==> src/hdl/cbq_pkg.sv <==
// Shared types, constants and helpers for the cascaded biquad filter.
package cbq_pkg;

    // Widths of the arithmetic
    localparam int unsigned COEF_W    = 18;  // Q2.16 coefficient
    localparam int unsigned DLY_W     = 32;  // Q8.24 delay / section data
    localparam int unsigned ACC_W     = 54;  // exact Q.40 sum of products
    localparam int unsigned RND_W     = ACC_W - 16;
    localparam int unsigned GAIN_W    = 16;
    localparam int unsigned SAMPLE_W  = 16;
    localparam int unsigned CNT_W     = 5;
    localparam int unsigned COEFS_PER = 5;

    // Coefficient slots
    localparam logic [2:0] SLOT_B0 = 3'd0;
    localparam logic [2:0] SLOT_B1 = 3'd1;
    localparam logic [2:0] SLOT_B2 = 3'd2;
    localparam logic [2:0] SLOT_A1 = 3'd3;
    localparam logic [2:0] SLOT_A2 = 3'd4;

    // Item kinds
    localparam logic KIND_SAMPLE = 1'b0;
    localparam logic KIND_COEF   = 1'b1;

    localparam logic [GAIN_W-1:0] GAIN_RESET = 16'd60000;

    // Product order within one section
    localparam logic [2:0] PROD_A1 = 3'd0;
    localparam logic [2:0] PROD_A2 = 3'd1;
    localparam logic [2:0] PROD_B0 = 3'd2;
    localparam logic [2:0] PROD_B1 = 3'd3;
    localparam logic [2:0] PROD_B2 = 3'd4;

    typedef enum logic [2:0] {
        ST_IDLE,
        ST_SEC_START,
        ST_FETCH,
        ST_LOAD,
        ST_MUL,
        ST_ROUND,
        ST_GAIN_MUL,
        ST_OUT
    } state_t;

    // Coefficient slot used by each product step
    function automatic logic [2:0] slot_of(input logic [2:0] prod);
        logic [2:0] s;
        case (prod)
            PROD_A1: s = SLOT_A1;
            PROD_A2: s = SLOT_A2;
            PROD_B0: s = SLOT_B0;
            PROD_B1: s = SLOT_B1;
            PROD_B2: s = SLOT_B2;
            default: s = SLOT_B0;
        endcase
        return s;
    endfunction

endpackage

==> src/hdl/cascaded_biquad_iir_filter.sv <==
// Top level: bit-serial cascade of direct-form-II biquad sections.
//
// Input stream (s_tvalid/s_tready): tuser is the item kind. Kind 0 filters
// one Q1.15 sample, kind 1 writes one Q2.16 coefficient into the store.
// Output stream (m_tvalid/m_tready): one beat per filtered sample, the
// saturated, gain-scaled sample in tdata and the clip flag in tuser.
// Config channel (cfg_valid/cfg_ready): writes the 16-bit output gain.
//
// Every product is formed by one shared shift-and-add unit, one multiplier
// bit per cycle. Each section forms its five products in turn, each after
// a fetch and a load state, with a round after the a2 and b2 products;
// the gain product follows the last section. Items are taken one at a
// time; s_tready is high only while the sequencer is idle.
// The result sits in an output register: a new item is accepted while it
// waits; if the next result is ready first, the sequencer holds until the
// receiver takes the earlier beat. Reset zeroes all delays, marks every
// coefficient as zero and sets the gain to 60000.
module cascaded_biquad_iir_filter #(
    parameter int SECTIONS = 8
) (
    input  logic        clk,
    input  logic        rst_n,
    // tdata: sample_in[15:0], coef_section[18:16], coef_slot[21:19],
    //        coef_value[39:22]
    input  logic        s_tvalid,
    output logic        s_tready,
    input  logic [39:0] s_tdata,
    input  logic        s_tuser,   // kind
    // tdata: sample_out[15:0]
    output logic        m_tvalid,
    input  logic        m_tready,
    output logic [15:0] m_tdata,
    output logic        m_tuser,   // clipped
    input  logic        cfg_valid,
    output logic        cfg_ready,
    input  logic [15:0] cfg_data
);

    localparam int DEPTH = SECTIONS * cbq_pkg::COEFS_PER;
    localparam int AW    = (DEPTH > 1) ? $clog2(DEPTH) : 1;
    localparam int SW    = (SECTIONS > 1) ? $clog2(SECTIONS) : 1;
    localparam int ACC_W = cbq_pkg::ACC_W;
    localparam int DLY_W = cbq_pkg::DLY_W;
    localparam int RND_W = cbq_pkg::RND_W;
    localparam int PRW   = ACC_W - 24;
    localparam logic [SW-1:0] SEC_LAST = SW'(SECTIONS - 1);

    cbq_pkg::state_t state_reg, state_next;

    // Input field split
    logic signed [15:0] in_sample;
    logic [2:0]         in_sec;
    logic [2:0]         in_slot;
    logic signed [17:0] in_coef;
    assign in_sample = s_tdata[15:0];
    assign in_sec    = s_tdata[18:16];
    assign in_slot   = s_tdata[21:19];
    assign in_coef   = s_tdata[39:22];

    // Coefficient memory with per-entry valid bits
    logic signed [17:0] coef_mem [DEPTH];
    logic [DEPTH-1:0]   coef_vld_reg;
    logic signed [17:0] coef_rd_reg;
    logic               coef_rd_vld_reg;

    // Section delays
    logic signed [DLY_W-1:0] w1_reg [SECTIONS];
    logic signed [DLY_W-1:0] w2_reg [SECTIONS];

    // Datapath registers
    logic [SW-1:0]           sec_reg;
    logic [2:0]              prod_reg;
    logic [cbq_pkg::CNT_W-1:0] cnt_reg;
    logic [cbq_pkg::CNT_W-1:0] last_reg;
    logic                    sgn_mode_reg;
    logic                    neg_reg;
    logic signed [ACC_W-1:0] acc_reg;
    logic signed [ACC_W-1:0] mcand_reg;
    logic [17:0]             mult_sh_reg;
    logic signed [DLY_W-1:0] x_reg;
    logic signed [DLY_W-1:0] cw1_reg;
    logic signed [DLY_W-1:0] cw2_reg;
    logic signed [DLY_W-1:0] w_reg;
    logic                    clip_reg;
    logic [15:0]             gain_reg;
    logic                    out_vld_reg;
    logic [15:0]             out_data_reg;
    logic                    out_clip_reg;

    logic in_acc, coef_wr, out_free, mul_done;
    logic [AW-1:0] wr_addr, rd_addr;

    assign in_acc   = s_tvalid && s_tready;
    assign coef_wr  = in_acc && (s_tuser == cbq_pkg::KIND_COEF)
                      && ({2'b00, in_sec} < 5'(SECTIONS))
                      && (in_slot < 3'(cbq_pkg::COEFS_PER));
    assign wr_addr  = AW'({in_sec, 2'b00}) + AW'(in_sec) + AW'(in_slot);
    assign rd_addr  = AW'({sec_reg, 2'b00}) + AW'(sec_reg)
                      + AW'(cbq_pkg::slot_of(prod_reg));
    assign out_free = !out_vld_reg || m_tready;
    assign mul_done = (cnt_reg == last_reg);

    // Operand for the current product step
    logic signed [DLY_W-1:0] operand;
    always_comb
    begin
        case (prod_reg)
            cbq_pkg::PROD_A1: operand = cw1_reg;
            cbq_pkg::PROD_A2: operand = cw2_reg;
            cbq_pkg::PROD_B0: operand = w_reg;
            cbq_pkg::PROD_B1: operand = cw1_reg;
            cbq_pkg::PROD_B2: operand = cw2_reg;
            default:          operand = cw1_reg;
        endcase
    end

    // Round half up to Q8.24 and saturate to 32 bits
    logic signed [ACC_W-1:0] acc_rnd;
    logic signed [RND_W-1:0] rnd;
    logic                    rnd_ovf;
    logic signed [DLY_W-1:0] rnd_sat;
    always_comb
    begin
        acc_rnd = acc_reg + ACC_W'(32768);
        rnd     = acc_rnd[ACC_W-1:16];
        rnd_ovf = (rnd[RND_W-1:DLY_W-1] != '0) && (rnd[RND_W-1:DLY_W-1] != '1);
        if (!rnd_ovf)
            rnd_sat = rnd[DLY_W-1:0];
        else if (rnd[RND_W-1])
            rnd_sat = {1'b1, {(DLY_W-1){1'b0}}};
        else
            rnd_sat = {1'b0, {(DLY_W-1){1'b1}}};
    end

    // Output: truncate toward zero by 2^24, saturate to int16
    logic signed [ACC_W-1:0] acc_tz;
    logic signed [PRW-1:0]   pr;
    logic                    pr_ovf;
    logic [15:0]             pr_sat;
    always_comb
    begin
        acc_tz = acc_reg[ACC_W-1] ? (acc_reg + ACC_W'(24'hFFFFFF)) : acc_reg;
        pr     = acc_tz[ACC_W-1:24];
        pr_ovf = (pr[PRW-1:15] != '0) && (pr[PRW-1:15] != '1);
        if (!pr_ovf)
            pr_sat = pr[15:0];
        else if (pr[PRW-1])
            pr_sat = 16'h8000;
        else
            pr_sat = 16'h7FFF;
    end

    // Next state
    always_comb
    begin
        state_next = state_reg;
        case (state_reg)
            cbq_pkg::ST_IDLE:
                if (in_acc && s_tuser == cbq_pkg::KIND_SAMPLE)
                    state_next = cbq_pkg::ST_SEC_START;
            cbq_pkg::ST_SEC_START: state_next = cbq_pkg::ST_FETCH;
            cbq_pkg::ST_FETCH:     state_next = cbq_pkg::ST_LOAD;
            cbq_pkg::ST_LOAD:      state_next = cbq_pkg::ST_MUL;
            cbq_pkg::ST_MUL:
                if (mul_done)
                begin
                    if (prod_reg == cbq_pkg::PROD_A2 || prod_reg == cbq_pkg::PROD_B2)
                        state_next = cbq_pkg::ST_ROUND;
                    else
                        state_next = cbq_pkg::ST_FETCH;
                end
            cbq_pkg::ST_ROUND:
                if (prod_reg == cbq_pkg::PROD_A2)
                    state_next = cbq_pkg::ST_FETCH;
                else if (sec_reg == SEC_LAST)
                    state_next = cbq_pkg::ST_GAIN_MUL;
                else
                    state_next = cbq_pkg::ST_SEC_START;
            cbq_pkg::ST_GAIN_MUL:
                if (mul_done)
                    state_next = cbq_pkg::ST_OUT;
            cbq_pkg::ST_OUT:
                if (out_free)
                    state_next = cbq_pkg::ST_IDLE;
            default: state_next = cbq_pkg::ST_IDLE;
        endcase
    end

    // Handshake outputs
    always_comb
    begin
        s_tready  = (state_reg == cbq_pkg::ST_IDLE);
        cfg_ready = 1'b1;
        m_tvalid  = out_vld_reg;
        m_tdata   = out_data_reg;
        m_tuser   = out_clip_reg;
    end

    // Coefficient memory write and registered read
    always_ff @(posedge clk)
    begin
        if (coef_wr)
            coef_mem[wr_addr] <= in_coef;
        if (state_reg == cbq_pkg::ST_FETCH)
            coef_rd_reg <= coef_mem[rd_addr];
    end

    // Control, delays and sequencer datapath
    always_ff @(posedge clk or negedge rst_n)
    begin
        if (!rst_n)
        begin
            state_reg       <= cbq_pkg::ST_IDLE;
            coef_vld_reg    <= '0;
            coef_rd_vld_reg <= 1'b0;
            gain_reg        <= cbq_pkg::GAIN_RESET;
            out_vld_reg     <= 1'b0;
            for (int i = 0; i < SECTIONS; i++)
            begin
                w1_reg[i] <= '0;
                w2_reg[i] <= '0;
            end
        end
        else
        begin
            state_reg <= state_next;
            if (cfg_valid && cfg_ready)
                gain_reg <= cfg_data;
            if (coef_wr)
                coef_vld_reg[wr_addr] <= 1'b1;

            // Output beat: load a new result or drop the taken one
            if (state_reg == cbq_pkg::ST_OUT && out_free)
                out_vld_reg <= 1'b1;
            else if (m_tvalid && m_tready)
                out_vld_reg <= 1'b0;

            case (state_reg)
                cbq_pkg::ST_IDLE:
                begin
                    sec_reg  <= '0;
                    clip_reg <= 1'b0;
                    x_reg    <= DLY_W'(in_sample) <<< 9;
                end
                cbq_pkg::ST_SEC_START:
                begin
                    cw1_reg  <= w1_reg[sec_reg];
                    cw2_reg  <= w2_reg[sec_reg];
                    acc_reg  <= ACC_W'(x_reg) <<< 16;
                    prod_reg <= cbq_pkg::PROD_A1;
                end
                cbq_pkg::ST_FETCH:
                    coef_rd_vld_reg <= coef_vld_reg[rd_addr];
                cbq_pkg::ST_LOAD:
                begin
                    mult_sh_reg  <= coef_rd_vld_reg ? coef_rd_reg : '0;
                    mcand_reg    <= ACC_W'(operand);
                    cnt_reg      <= '0;
                    last_reg     <= cbq_pkg::CNT_W'(cbq_pkg::COEF_W - 1);
                    sgn_mode_reg <= 1'b1;
                    neg_reg      <= (prod_reg == cbq_pkg::PROD_A1)
                                    || (prod_reg == cbq_pkg::PROD_A2);
                end
                cbq_pkg::ST_MUL, cbq_pkg::ST_GAIN_MUL:
                begin
                    // one multiplier bit per cycle
                    if (mult_sh_reg[0])
                    begin
                        if (neg_reg ^ (sgn_mode_reg && mul_done))
                            acc_reg <= acc_reg - mcand_reg;
                        else
                            acc_reg <= acc_reg + mcand_reg;
                    end
                    mult_sh_reg <= mult_sh_reg >> 1;
                    mcand_reg   <= mcand_reg <<< 1;
                    cnt_reg     <= cnt_reg + 1'b1;
                    if (state_reg == cbq_pkg::ST_MUL && mul_done
                        && prod_reg != cbq_pkg::PROD_A2 && prod_reg != cbq_pkg::PROD_B2)
                        prod_reg <= prod_reg + 3'd1;
                end
                cbq_pkg::ST_ROUND:
                begin
                    if (rnd_ovf)
                        clip_reg <= 1'b1;
                    if (prod_reg == cbq_pkg::PROD_A2)
                    begin
                        w_reg    <= rnd_sat;
                        acc_reg  <= '0;
                        prod_reg <= cbq_pkg::PROD_B0;
                    end
                    else
                    begin
                        w2_reg[sec_reg] <= cw1_reg;
                        w1_reg[sec_reg] <= w_reg;
                        x_reg           <= rnd_sat;
                        sec_reg         <= sec_reg + 1'b1;
                        // set up the gain product
                        acc_reg      <= '0;
                        mcand_reg    <= ACC_W'(rnd_sat);
                        mult_sh_reg  <= {2'b00, gain_reg};
                        cnt_reg      <= '0;
                        last_reg     <= cbq_pkg::CNT_W'(cbq_pkg::GAIN_W - 1);
                        sgn_mode_reg <= 1'b0;
                        neg_reg      <= 1'b0;
                    end
                end
                cbq_pkg::ST_OUT:
                    if (out_free)
                    begin
                        out_data_reg <= pr_sat;
                        out_clip_reg <= clip_reg || pr_ovf;
                    end
                default: ;
            endcase
        end
    end

endmodule

==> config.mk <==
export PLATFORM = sky130hd
export DESIGN_NAME = cascaded_biquad_iir_filter
export DESIGN_NICKNAME = d
export VERILOG_FILES = /design/src/hdl/cbq_pkg.sv /design/src/hdl/cascaded_biquad_iir_filter.sv
export SDC_FILE = /design/constraint.sdc
export NUM_CORES = 2
export LEC_CHECK = 0
export BUFFER_PORTS_ARGS = -buffer_cell sky130_fd_sc_hd__buf_2
export CAP_MARGIN = 30
export CORE_MARGIN = 2
export CORE_UTILIZATION = 35
export CTS_CLUSTER_DIAMETER = 150
export DETAILED_ROUTE_END_ITERATION = 10
export SLEW_MARGIN = 10
export SYNTH_ARGS = -nofsm -noshare
export SYNTH_HDL_FRONTEND = slang
export SYNTH_SLANG_ARGS = --single-unit
export TNS_END_PERCENT = 10
==> constraint.sdc <==
create_clock -name clk -period 8 [get_ports clk]
set_input_delay 1.6 -clock clk [delete_from_list [all_inputs] [get_ports clk]]
set_output_delay 1.6 -clock clk [all_outputs]
set_load 0.05 [all_outputs]
# --- Word-level counts from Yosys, hierarchy flattened ---
# Memories as Yosys holds them, arrays and structs flattened. A register that Yosys moved wholly into a read port is not among the register bits.
# Cells that the tools add are included.
totals:
  ramBits: 720
  elab_cells: 184
  mem_count: 1
  register_bits: 863
  input_bits: 62
  latchBits: 0
  rom_bits: 0
  out_inout_bits: 20
classes:
  add_sub_neg: 11
  eq_ne: 26
  n_mul: 0
  bitwise_logic: 5
  mux: 57
  div: 0
  shifts: 0
  n_lt_le_gt_ge: 6
  reduce_logical: 41
mem_list:
  columns: ["name", "words", "width", "read_ports", "rd_ports_with_merged_regs", "write_ports", "line_no", "rtl"]
  rows:
  - ["coef_mem", 40, 18, 1, 1, 1, "cascaded_biquad_iir_filter.sv:61", "logic signed [17:0] coef_mem [DEPTH];"]
ops:
  columns: ["operator", "n"]
  rows:
  - ["bitwise mux 256 bit", 2]
  - ["one-hot mux 54 bit (3 select lines)", 2]
  - ["two-way mux 32 bit", 8]
  - ["two-way mux 54 bit", 4]
  - ["binary-select mux 32 bit (select 3 bit)", 2]
  - ["one-hot mux 32 bit (2 select lines)", 2]
  - ["demux 32 bit (select 3 bit)", 1]
  - ["adder 54 x 17 -> 54 bit (second input constant)", 1]
  - ["adder 54 x 24 -> 54 bit (second input constant)", 1]
  - ["adder 54 bit", 1]
  - ["one-hot mux 18 bit (3 select lines)", 1]
  - ["subtractor 54 bit", 1]
  - ["bitwise OR 40 bit", 1]
  - ["two-way mux 18 bit", 2]
  - ["two-way mux 16 bit", 2]
  - ["two-way mux 3 bit", 10]
  - ["one-hot mux 3 bit (8 select lines)", 1]
  - ["AND reduction 3 bit", 7]
  - ["== test 3 bit (second input constant)", 6]
  - ["inequality test 2 bit (second input constant)", 8]
  - ["inequality test 15 bit (second input constant)", 1]
  - ["one-hot mux 5 bit (3 select lines)", 1]
  - ["nonzero test 15 bit", 1]
  - ["logical AND 1 bit", 14]
  - ["37 further kinds", 66]

# --- Longest topological paths before layout ---
logic_depth:
  depth_word: 7
  depth_mapped: 21
  depth_no_buf: 19

# --- Worst setup path after synthesis ---
# Ideal clock, no wire load.
synth_timing:
  path_type: "input to register"
  from: "in s_tdata[16]"
  to: "mem coef_mem[0][0] (enable)"
  setup_ns: 0.393
  arrival_time_ns: 4.242
  setup_slack_ns: 3.364
  t_required_ns: 7.607
  path_stages: 8
  path_buffers: 1
  cell_sequence: "fa_1 -> inv_1 -> fa_1 -> nor2b_1 -> a21oi_1 -> or3_1 -> clkbuf_1 -> nor2_1"
synth_between:
  elab_chain_cells: 2
synth_lines:
  columns: ["item", "line_no", "rtl"]
  rows:
  - ["from (decl)", "cascaded_biquad_iir_filter.sv:27", "input logic [39:0] s_tdata,"]
  - ["adder 5 x 3 -> 6 bit", "cascaded_biquad_iir_filter.sv:97", "assign wr_addr = AW'({in_sec, 2'b00}) + AW'(in_sec) + AW'(in_slot);"]
  - ["adder 6 x 3 -> 6 bit", "cascaded_biquad_iir_filter.sv:97", null]
  - ["to (decl)", "cascaded_biquad_iir_filter.sv:61", null]
# Every way passes these cells.

# --- Final worst setup path ---
layout_timing:
  from: "reg mcand_reg[2]"
  to: "reg acc_reg[53] (data pin)"
layout_between:
  elab_chain_cells: 4
  elab_cells_between_ends: 5
  cone_classes: "2 x add/sub; 3 x mux"
layout_lines:
  columns: ["item", "line_no", "rtl"]
  rows:
  - ["from (decl)", "cascaded_biquad_iir_filter.sv:78", "logic signed [ACC_W-1:0] mcand_reg;"]
  - ["from (signal assigned)", "cascaded_biquad_iir_filter.sv:257", "mcand_reg <= ACC_W'(operand);"]
  - ["from (signal assigned)", "cascaded_biquad_iir_filter.sv:275", "mcand_reg <= mcand_reg <<< 1;"]
  - ["from (signal assigned)", "cascaded_biquad_iir_filter.sv:299", "mcand_reg <= ACC_W'(rnd_sat);"]
  - ["adder 54 bit / subtractor 54 bit (equally long branches)", "cascaded_biquad_iir_filter.sv:272, cascaded_biquad_iir_filter.sv:270", null]
  - ["two-way mux 54 bit (*)", "cascaded_biquad_iir_filter.sv:269", "if (neg_reg ^ (sgn_mode_reg && mul_done))"]
  - ["two-way mux 54 bit (*)", "cascaded_biquad_iir_filter.sv:267", "if (mult_sh_reg[0])"]
  - ["one-hot mux 54 bit (3 select lines) (*)", "cascaded_biquad_iir_filter.sv:238", "case (state_reg)"]
  - ["to (signal assigned)", "cascaded_biquad_iir_filter.sv:249", "acc_reg <= ACC_W'(x_reg) <<< 16;"]
  - ["to (signal assigned)", "cascaded_biquad_iir_filter.sv:270", "acc_reg <= acc_reg - mcand_reg;"]
  - ["to (signal assigned)", "cascaded_biquad_iir_filter.sv:272", "acc_reg <= acc_reg + mcand_reg;"]
  - ["to (decl)", "cascaded_biquad_iir_filter.sv:77", "logic signed [ACC_W-1:0] acc_reg;"]
# Every way passes the cells marked *; elsewhere a longest branch is shown, timed or not. The select of a mux whose other input is x is not followed.
# A chain may end at the register's enable or synchronous reset.

==> run metrics <==
routed len/inst 25.1 µm; vias per cell 5.59; drt first pass iters 6; maximum buffer depth of the clock tree 3; Post-Synth Adder-Cell Area 0.0149; synth top area cells edfxtp_1 44%, dfrtp_1 20%, mux2_2 8.6%, mux4_2 7.4%, a22oi_1 3.1%; HPWL Detailed between 100 and 150 mm; Mapped Cells 4525; layout cells sized above 1 0.282; Yosys warning count 0; routed wire length 186 mm; Post-CTS Hold Buffers 0; Worst Path Required 8550 ps; final hold violation count 0; Psw 9.75 mW; most frequent cell after synthesis edfxtp_1; TritonCTS Buffers 167; Die Ht 450 µm; dpl cells 7088; clk sink count 1597; worst hold path startpoint coef_vld_reg[1]; Die X 450 µm; Max VDD drop between 0.2 and 0.25 mV; Finished Layout Cells 7406; Final Util 0.401; final setup TNS 0 ps; Yosys cell types 84; syn_area_per_cell approximately 15 µm²; final net count 4763; CP Launch Type flip-flop; Seq cells post-synth 1597; sequential share of the synthesized area 0.647; drt drc 0; CTS tree yes; clk root buf clkbuf_16; Core ar. 198000 µm²; RSZ-0062 raised after global routing false; postcts setup bufs 0; top cell type's share of synthesized area 0.441; Pleak 29.8 nW; outcome completed; min cycle time layout 5340 ps; critical path type flip-flop to flip-flop; worst-path fanout max 10; Comb power frac 0.326; initial core utilization 0.353; Compound-Gate Fraction of Synth Area 0.0828; Hold Path Class flip-flop to flip-flop; Tcrit/Tclk final 0.667; Synth Flop Type edfxtp_1; initial antenna violation count 1; post-synth net total roughly 4700; XOR/XNOR Fraction of Synth Area 0.0201; Sw Share 0.339; setup ws final 2660 ps; global-route wire length before repair 278 mm; final setup skew 41.0 ps; Largest register FFs 720; flop-to-flop setup slack 2660 ps; Critical Path End Type flip-flop; worst-skew pair later-pin latency slightly above 800 ps; Synth area leader edfxtp_1; Seq pwr share 0.410; # resized after CTS 0; vias post-DR 41366; vias in the first global route 41977; Synth-to-Final Area Change 13.7%; ANT nets after route 0; Pwr per Cell Area around 360 nW/µm²; largest family of logic cells by synthesized area multiplexers; Max Slew Vio Count 0; origin of the critical flop-to-flop path mcand_reg[2]; Netlist Area Pre-Place 69700 µm²; H-tree depth 4; worst-margin pin slew 1050 ps; ys async rst share 0.359; Rel. slew slack 0.299; number of synthesized flops with an enable pin 1024; GR Util All Layers 0.181; Clk pwr share 0.264; largest net degree at the start of global routing approximately 130; multiplexer area fraction after synthesis 0.163; Post-synth top cells 1024 x edfxtp_1, 566 x dfrtp_1, 529 x mux2_2, 286 x a22oi_1, 228 x mux4_2; GR Overflow Total 0; cell-internal power approximately 19 mW; crit path DAT 5890 ps; Max Fclk 0.187 GHz; Port Buffers 80; Simple-Gate Fraction of Synth Area 0.0523; Ports 82; Setup crit start mcand_reg[2]; Site Rows 163; clk slew on worst S/H paths 60 ps; die area 203000 µm²; Final Wtd Congestion 0.895; final setup fails 0; max cap viols 0; Place WS 2670 ps; DRT iter0 DRCs 4389
## cell usage in the layout, fill, tap and decap left out, types with 24 or more instances in the layout
cell	count
a211o_1	29
a211oi_1	25
a21o_1	67
a21oi_1	201
a22oi_1	286
buf_2	79
buf_4	87
clkbuf_1	60
clkbuf_16	170
dfrtp_1	566
edfxtp_1	1024
ha_1	73
inv_1	64
mux2_2	529
mux2i_1	29
mux4_2	228
nand2_1	168
nand3_1	48
nand4_1	94
nor2_1	120
nor2_2	44
nor2b_1	32
nor3_1	35
nor4_1	24
o21ai_0	86
or2_2	45
xnor2_1	79
xor2_1	78
## metal layers
layer	vias to the layer above	global-route usage	wire length, µm
li1	17886	-	-
met2	1342	0.296	89700
met3	282	0.0269	11000
met5	-	0	0
met4	0	0.0610	5670
met1	21856	0.247	79600
## final timing paths
| check | depth (start not counted) | endpoint |
|---|---|---|
| worst min-delay path | 1 | coef_vld_reg[1] |
| worst max-delay path | 17 | acc_reg[53] |
| worst max register to register | 17 | acc_reg[53] |
| worst min register to register | 1 | coef_vld_reg[1] |
| min in group asynchronous | 1 | w1_reg[145] |
| max in group asynchronous | 3 | w1_reg[133] |
## final cells by class
class	count	area [µm²]
repair buffers	197	1660
inverters	64	240
well taps	2640	3300
multi-input cells	2594	23600
flip-flops and latches	1597	45100
diodes	3	7.51
clock buffers	249	4740
fillers	17918	118000
clock inverters	62	609
## power groups by stage
stage | combinational [mW] | sequential (mW) | clock [mW]
after global routing | 10.1 | 11.9 | 8.08
after CTS | 9.36 | 11.8 | 7.74
final | 9.36 | 11.8 | 7.58
after detailed placement | 9.31 | 11.9 | 0
after global placement | 9.18 | 11.8 | 0
after floorplan | 6.58 | 11.5 | 0
## logic make-up (layout without fill, tap and decap cells)
kind of cell,after synthesis,after routing
buf+inv,334,572
xor+xnor,160,160
compound gates,844,844
simple gates,723,723
mux,786,786
other cells,1,4
flops,1597,1597
fa+ha+maj,80,80
## critical path, stage by stage (launching register included)
cell	delay, ps
edfxtp_1	470
nor4_1	760
nand2_1	250
nand4b_1	300
nor2_1	490
nand2_1	150
o31ai_1	300
xor2_1	190
ha_1	370
a21oi_1	240
o21bai_1	80
a21oi_1	280
o21ai_0	140
a21oi_1	230
nor2b_1	80
o21a_1	170
a221o_1	320
a311o_1	260
## through the flow
step / hold slack, ps / instance area [µm²] / power (mW)
global route: 477 / 79200 / 30.2
CTS: 465 / 79100 / 28.9
detailed placement: 449 / 73800 / 21.2
finish: 462 / 79200 / 28.7
floorplan: 434 / 69700 / 18.1
global placement: 447 / 73400 / 21.0
Power figures use the tool's default switching activity.
